<file path="config.mk">
export PLATFORM = sky130hd
export DESIGN_NAME = calendar_date_subtract_core
export DESIGN_NICKNAME = d
export VERILOG_FILES = /design/src/sv/cds_pkg.sv /design/src/sv/calendar_date_subtract_core.sv /design/src/sv/cds_year_trk.sv
export SDC_FILE = /design/constraint.sdc
export NUM_CORES = 1
export LEC_CHECK = 0
export ABC_AREA = 1
export BUFFER_PORTS_ARGS = -buffer_cell sky130_fd_sc_hd__buf_2
export CAP_MARGIN = 10
export CORE_MARGIN = 2
export CORE_UTILIZATION = 46
export DETAILED_ROUTE_END_ITERATION = 7
export PLACE_DENSITY_LB_ADDON = 0.05
export SLEW_MARGIN = 20
export SYNTH_ARGS = -nofsm -noshare
export SYNTH_HDL_FRONTEND = slang
export SYNTH_HIERARCHICAL = 1
export SYNTH_SLANG_ARGS = --single-unit
</file>
<file path="constraint.sdc">
create_clock -name clk_i -period 16.95 [get_ports clk_i]
set_input_delay 0.8475 -clock clk_i [delete_from_list [all_inputs] [get_ports clk_i]]
set_output_delay 0.8475 -clock clk_i [all_outputs]
set_load 0.02 [all_outputs]
</file>
<file path="src/sv/cds_pkg.sv">
// Shared types, operation codes and calendar helpers for the date subtract core.
package cds_pkg;

  localparam logic [2:0] OP_DAYS    = 3'd0;
  localparam logic [2:0] OP_WEEKS   = 3'd1;
  localparam logic [2:0] OP_MONTHS  = 3'd2;
  localparam logic [2:0] OP_YEARS   = 3'd3;
  localparam logic [2:0] OP_DECADES = 3'd4;

  localparam logic [13:0] MaxYear = 14'd9999;

  typedef struct packed {
    logic [2:0]  operation;
    logic [9:0]  amount;
    logic [4:0]  start_day;
    logic [3:0]  start_month;
    logic [13:0] start_year;
  } in_t;

  typedef struct packed {
    logic [4:0]  result_day;
    logic [3:0]  result_month;
    logic [13:0] result_year;
    logic        year_underflow;
  } out_t;

  // Command to the year residue tracker.
  typedef struct packed {
    logic        load;
    logic        dec;
    logic [13:0] year;
  } trk_cmd_t;

  // Status from the year residue tracker.
  typedef struct packed {
    logic busy;
    logic leap;
  } trk_sts_t;

  function automatic logic [4:0] days_in(input logic leap, input logic [3:0] month);
    logic [4:0] len;
    case (month)
      4'd2:    len = leap ? 5'd29 : 5'd28;
      4'd4:    len = 5'd30;
      4'd6:    len = 5'd30;
      4'd9:    len = 5'd30;
      4'd11:   len = 5'd30;
      default: len = 5'd31;
    endcase
    return len;
  endfunction

endpackage

</file>
<file path="src/sv/calendar_date_subtract_core.sv">
// Top level: sequencer that moves a Gregorian date back by days, weeks, months, years or decades.
// Steps: the tracker reduces the year, then amount or 7*amount day steps (one per
//   cycle), a month division by repeated subtraction of 12 or a year subtraction,
//   with a second reduction after months and years; one beat is in flight at a time.
// Result appears on result_o with a one-cycle done_o strobe; the receiver cannot stall.
// Reset clears the sequencer and the strobe; result payload is left unreset.
module calendar_date_subtract_core (
  input  logic          clk_i,
  input  logic          rst_ni,
  input  logic          start,
  output logic          busy,
  input  cds_pkg::in_t  item_i,
  output logic          done_o,
  output cds_pkg::out_t result_o
);
  import cds_pkg::*;

  typedef enum logic [2:0] {
    ST_IDLE,
    ST_RED,
    ST_INIT,
    ST_DAY,
    ST_MDIV,
    ST_MAPPLY,
    ST_YAPPLY,
    ST_FIN
  } state_e;

  state_e      state_q;
  logic [2:0]  op_q;
  logic [9:0]  amt_q;
  logic [4:0]  day_q;
  logic [3:0]  month_q;
  logic [13:0] year_q;
  logic [12:0] steps_q;
  logic [6:0]  yc_q;
  logic        second_q;
  logic        done_q;
  out_t        result_q;

  trk_cmd_t    trk_cmd;
  trk_sts_t    trk_sts;

  logic [13:0] yr_in;
  logic [3:0]  mon_in;
  logic [13:0] sub_y;
  logic        y_under;
  logic        borrow;
  logic [3:0]  m_sub;
  logic [13:0] ysub_m;
  logic        m_under;
  logic [4:0]  n_len;
  logic [4:0]  prev_len;
  logic [4:0]  clamp_d;
  logic [12:0] steps_init;
  logic [13:0] yr_new;

  // Repair the incoming date fields.
  assign yr_in  = (item_i.start_year > MaxYear) ? MaxYear : item_i.start_year;
  assign mon_in = (item_i.start_month == 4'd0) ? 4'd1 :
                  (item_i.start_month > 4'd12) ? 4'd12 : item_i.start_month;

  // Year and decade subtrahend; decades as shift-add of 8x plus 2x.
  assign sub_y   = (op_q == OP_DECADES) ?
                   (({4'd0, amt_q} << 3) + ({4'd0, amt_q} << 1)) : {4'd0, amt_q};
  assign y_under = sub_y > year_q;

  // Month step: amt_q already reduced below 12, yc_q holds whole years.
  assign borrow  = {6'd0, month_q} <= amt_q;
  assign m_sub   = month_q + (borrow ? 4'd12 : 4'd0) - amt_q[3:0];
  assign ysub_m  = {7'd0, yc_q} + {13'd0, borrow};
  assign m_under = ysub_m > year_q;

  assign yr_new = (state_q == ST_MAPPLY) ? (year_q - ysub_m) : (year_q - sub_y);

  // Month lengths under the tracker's leap bit.
  assign n_len    = days_in(trk_sts.leap, month_q);
  assign prev_len = days_in(trk_sts.leap, month_q - 4'd1);
  assign clamp_d  = (day_q == 5'd0) ? 5'd1 : (day_q > n_len) ? n_len : day_q;

  // Weeks as 8x minus 1x.
  assign steps_init = (op_q == OP_WEEKS) ?
                      (({3'd0, amt_q} << 3) - {3'd0, amt_q}) : {3'd0, amt_q};

  // Load the tracker on a new year; decrement it on a year wrap.
  always_comb begin
    trk_cmd      = '0;
    trk_cmd.year = yr_new;
    case (state_q)
      ST_IDLE: begin
        trk_cmd.load = start;
        trk_cmd.year = yr_in;
      end
      ST_MAPPLY: trk_cmd.load = !m_under;
      ST_YAPPLY: trk_cmd.load = !y_under;
      ST_DAY: begin
        trk_cmd.dec = (steps_q != '0) && (day_q == 5'd1) && (month_q == 4'd1) &&
                      (year_q != '0);
      end
      default: trk_cmd = trk_cmd;
    endcase
  end

  cds_year_trk u_trk (
    .clk_i  (clk_i),
    .rst_ni (rst_ni),
    .cmd_i  (trk_cmd),
    .sts_o  (trk_sts)
  );

  always_ff @(posedge clk_i or negedge rst_ni) begin
    if (!rst_ni) begin
      state_q  <= ST_IDLE;
      done_q   <= 1'b0;
      second_q <= 1'b0;
    end else begin
      done_q <= 1'b0;
      case (state_q)
        ST_IDLE: begin
          if (start) begin
            op_q     <= item_i.operation;
            amt_q    <= item_i.amount;
            day_q    <= item_i.start_day;
            month_q  <= mon_in;
            year_q   <= yr_in;
            second_q <= 1'b0;
            state_q  <= ST_RED;
          end
        end
        // Hold until the tracker has reduced the year.
        ST_RED: begin
          if (!trk_sts.busy) begin
            state_q <= second_q ? ST_FIN : ST_INIT;
          end
        end
        // Clamp the starting day, then dispatch on the operation.
        ST_INIT: begin
          day_q <= clamp_d;
          case (op_q)
            OP_DAYS, OP_WEEKS: begin
              steps_q <= steps_init;
              state_q <= ST_DAY;
            end
            OP_MONTHS: begin
              yc_q    <= '0;
              state_q <= ST_MDIV;
            end
            OP_YEARS, OP_DECADES: state_q <= ST_YAPPLY;
            default: begin
              result_q <= '{clamp_d, month_q, year_q, 1'b0};
              done_q   <= 1'b1;
              state_q  <= ST_IDLE;
            end
          endcase
        end
        // Step back one day per cycle.
        ST_DAY: begin
          if (steps_q == '0) begin
            result_q <= '{day_q, month_q, year_q, 1'b0};
            done_q   <= 1'b1;
            state_q  <= ST_IDLE;
          end else if ((day_q == 5'd1) && (month_q == 4'd1)) begin
            if (year_q == '0) begin
              result_q <= '{5'd1, 4'd1, 14'd0, 1'b1};
              done_q   <= 1'b1;
              state_q  <= ST_IDLE;
            end else begin
              year_q  <= year_q - 14'd1;
              month_q <= 4'd12;
              day_q   <= 5'd31;
              steps_q <= steps_q - 13'd1;
            end
          end else if (day_q == 5'd1) begin
            month_q <= month_q - 4'd1;
            day_q   <= prev_len;
            steps_q <= steps_q - 13'd1;
          end else begin
            day_q   <= day_q - 5'd1;
            steps_q <= steps_q - 13'd1;
          end
        end
        // Split the month count into whole years and a remainder.
        ST_MDIV: begin
          if (amt_q >= 10'd12) begin
            amt_q <= amt_q - 10'd12;
            yc_q  <= yc_q + 7'd1;
          end else begin
            state_q <= ST_MAPPLY;
          end
        end
        ST_MAPPLY: begin
          if (m_under) begin
            result_q <= '{5'd1, 4'd1, 14'd0, 1'b1};
            done_q   <= 1'b1;
            state_q  <= ST_IDLE;
          end else begin
            month_q  <= m_sub;
            year_q   <= yr_new;
            second_q <= 1'b1;
            state_q  <= ST_RED;
          end
        end
        ST_YAPPLY: begin
          if (y_under) begin
            result_q <= '{5'd1, 4'd1, 14'd0, 1'b1};
            done_q   <= 1'b1;
            state_q  <= ST_IDLE;
          end else begin
            year_q   <= yr_new;
            second_q <= 1'b1;
            state_q  <= ST_RED;
          end
        end
        // Clamp the day to the target month and drop the beat out.
        ST_FIN: begin
          result_q <= '{clamp_d, month_q, year_q, 1'b0};
          done_q   <= 1'b1;
          state_q  <= ST_IDLE;
        end
        default: state_q <= ST_IDLE;
      endcase
    end
  end

  assign busy     = (state_q != ST_IDLE);
  assign done_o   = done_q;
  assign result_o = result_q;

  // A result beat lands only as the sequencer returns to idle.
  a_done_idle: assert property (@(posedge clk_i) disable iff (!rst_ni)
    done_o |-> !busy) else $error("result beat while busy");

  // An accepted beat always occupies the sequencer.
  a_start_busy: assert property (@(posedge clk_i) disable iff (!rst_ni)
    (start && !busy) |=> busy) else $error("accepted beat did not raise busy");

  // Saturated results are exactly 1 January of year 0.
  a_underflow: assert property (@(posedge clk_i) disable iff (!rst_ni)
    (done_o && result_o.year_underflow) |->
      (result_o.result_day == 5'd1 && result_o.result_month == 4'd1 &&
       result_o.result_year == 14'd0)) else $error("bad saturated date");

  // Result months stay in calendar range and result days are at least 1.
  a_range: assert property (@(posedge clk_i) disable iff (!rst_ni)
    done_o |-> (result_o.result_month >= 4'd1 && result_o.result_month <= 4'd12 &&
                result_o.result_day >= 5'd1)) else $error("result out of range");

endmodule

</file>
<file path="src/sv/cds_year_trk.sv">
// Year residue tracker: year mod 100 and century mod 4, giving the leap-year bit.
module cds_year_trk (
  input  logic              clk_i,
  input  logic              rst_ni,
  input  cds_pkg::trk_cmd_t cmd_i,
  output cds_pkg::trk_sts_t sts_o
);
  import cds_pkg::*;

  logic [13:0] rem_q;
  logic [1:0]  cent_q;
  logic        run_q;

  // Reduce by repeated subtraction of 100, then track single-year decrements.
  always_ff @(posedge clk_i or negedge rst_ni) begin
    if (!rst_ni) begin
      rem_q  <= '0;
      cent_q <= '0;
      run_q  <= 1'b0;
    end else if (cmd_i.load) begin
      rem_q  <= cmd_i.year;
      cent_q <= '0;
      run_q  <= 1'b1;
    end else if (run_q) begin
      if (rem_q >= 14'd100) begin
        rem_q  <= rem_q - 14'd100;
        cent_q <= cent_q + 2'd1;
      end else begin
        run_q <= 1'b0;
      end
    end else if (cmd_i.dec) begin
      if (rem_q == '0) begin
        rem_q  <= 14'd99;
        cent_q <= cent_q - 2'd1;
      end else begin
        rem_q <= rem_q - 14'd1;
      end
    end
  end

  // Year mod 4 equals remainder mod 4 since 100 is a multiple of 4.
  assign sts_o.busy = run_q;
  assign sts_o.leap = ((rem_q != '0) && (rem_q[1:0] == 2'd0)) ||
                      ((rem_q == '0) && (cent_q == 2'd0));

endmodule

</file>
==> results.ini <==
[status]
outcome=finished clean

[power]
power_leakage_nw=5.26
peakVddDrop_uv=100
p_total_w=0.00208
powerDensity_nw_per_um2=194

[sta]
fin_crit_ns=5.36
finClkSkew_ns=0.0149
finalSetupViolCount=0
slew_headroom=0.270
worstMarginPinSlew_ns=1.09
setup_slack_ns=11.59
hold_viol_final=0
fmax_mhz=187
rsz0062_at_grt=false
period_share=0.316
fin_setup_tns_ns=0
fin_hold_ws_ns=0.482
slew_violations=0

[worst_setup_path]
cp.required_ns=17.21
cpPeakStageDelay_ns=0.44
critPathArrivalTime_ns=5.62
criticalPathCategory=reg -> reg
crit_path_end_kind=flip-flop
path_max_fanout=18
slowest_stage=edfxtp_1
critPathLaunchType=flip-flop

[grt]
grt_use_total=0.267
grt_max_degree=38
grt_pass1_vias=9302
grt_pass1_wl_mm=47.5
grt_remaining_overflow=0
antenna_found_initial=0

[drt]
met2_length_mm=13.7
ant_nets=0
drt_iter0_drc=762
wl_met1_mm=13.9
route.detailed.drc=0
wire_per_inst_um=16.1
vias_per_cell=5.35
wl_met3_mm=1.58
dr_total_vias=9835
drtPass1Iterations=5
wl_mm=29.6
highest_layer=met4

[layout]
fillers=2250
drive_gt1_frac=0.0870
area_growth_pct=8.30
seqCellArea_sq_um=2950
finalNonFillerCells=1838
final_nets=1668
multi_input_area_sq_um=5990
antenna-diode-count=0

[floorplan]
rows=53
die_w_um=151
die_h_um=151
core_sq_um=21100
io_pins=65
dieArea_sq_um=22800
start_util=0.471

[yosys]
syn_area_sq_um=9920
synthCells=1508
synth_seq_cells=102
syn_nets=1618
avgSynthCellArea_sq_um=6.58
yosysWarnings=6
synth.distinct_cells=43
ys_seq_area_frac=0.298

[clocking]
post_cts_resized=0
htreeDepth=3
path_clk_slew_ns=0.08
holdBufCountCts=0
insertion_delay_ns=0.37
postCtsSetupBuffers=0
cts-root-buf=clkbuf_16
cts.sinks=102
cts_tree=done
cts_inserted_buffers=9
clock_path_buffers=2

[placement]
dpl.hpwl_mm=23.4
place.gp.congestion=0.910
dp.cells=1822
place_ws_ns=11.68
numPortBuffers=64

[hold_path]
hold_class=in -> async

[job]
drv_cap=0

## placed cells by master, fill, tap and decap left out, types with 11 or more instances in the layout
master	instances
a21oi_1	69
buf_2	64
dfrtp_1	22
edfxtp_1	80
ha_1	64
inv_1	207
inv_2	11
nand2_1	426
nand3_1	153
nand4_1	18
nor2_1	190
nor2_2	11
nor3_1	22
o211ai_1	14
o21ai_0	88
or2_2	11
xor2_1	24
## routing by layer
metal,GRT usage,vias to the layer above
met1,0.369,4510
li1,-,5012
met3,0.0280,29
met5,0,-
met2,0.450,284
met4,0.0607,0
## logic make-up after synthesis
group / count (synthesis) / synth area share
xor gates and xnor gates: 33 / 0.0291
adders and majority gates: 71 / 0.0948
AOI/OAI and AO/OA: 199 / 0.111
and+or+nand+nor: 857 / 0.367
DFF: 102 / 0.298
buffers and inverters: 246 / 0.100
## worst paths after layout
check / start / endpoint / slack [ns] / cells after the start
worst max-delay path: month_q[0] / u_trk/rem_q[8] / 11.59 / 26
worst min-delay path: rst_ni / done_o / 0.48 / 1
worst max register to register: month_q[0] / u_trk/rem_q[8] / 11.59 / 26
worst min register to register: second_q / second_q / 0.51 / 2
max in group asynchronous: rst_ni / u_trk/rem_q[8] / 16.06 / 1
min in group clk_i: second_q / second_q / 0.51 / 2
## worst max-delay path, delay by kind of cell, from the launching register on
kind / cells / cell delay [ns]
compound gates: 4 / 1.25
fa+ha+maj: 4 / 1.11
buf+inv: 5 / 0.64
flops: 1 / 0.44
simple gates: 13 / 1.80
## registers in the layout (all words and copies together), names as in the netlist
name and count:
year_q 14, month_q 4, state_q 3, result_o 24, done_o 1, u_trk/run_q 1, amt_q 10, op_q 3
second_q 1, u_trk/cent_q 2, yc_q 7, steps_q 13, u_trk/rem_q 14, day_q 5
## power breakdown
group	total [W]	switching (W)	internal [W]
Clock	0.000214	0.000110	0.000105
Combinational	0.00133	0.000897	0.000434
Sequential	0.000535	0.000114	0.000422
## cells in the mapped netlist, drive strengths merged
cell type,number,area [sq um]
nand2,436,1670
inv,218,818
nor2,204,825
nand3,157,806
o21ai,92,460
edfxtp,80,2400
a21oi,69,345
ha,64,801
nor3,24,120
xor2,24,210
dfrtp,22,551
buf,21,153
nand4,18,113
o211ai,14,105
or2,12,75.1
xnor2,9,78.8
clkbuf,7,26.3
fa,7,140
o21bai,6,45.0
a21boi,3,33.8
a31oi,3,18.8
o31ai,3,22.5
a211oi,2,15.0
a22oi,2,15.0
and2,2,12.5
nor4,2,12.5
o22ai,2,12.5
o311ai,2,17.5
nand3b,1,7.51
nor3b,1,7.51
o2111ai,1,8.76
## per-stage QoR
stage / util / cell area [sq um]
global placement: 0.495 / 10400
detailed placement: 0.495 / 10400
global route: 0.510 / 10700
finish: 0.510 / 10700
floorplan: - / 9920
CTS: 0.509 / 10700
## layout make-up
cell class,count,area share
timing repair buffer,67,0.0319
sequential,102,0.275
clock buffer,9,0.0210
clock inverter,7,0.00687
inverter,218,0.0761
multi-input combinational,1160,0.557
tap,275,0.0320
Power figures use the tool's default switching activity.
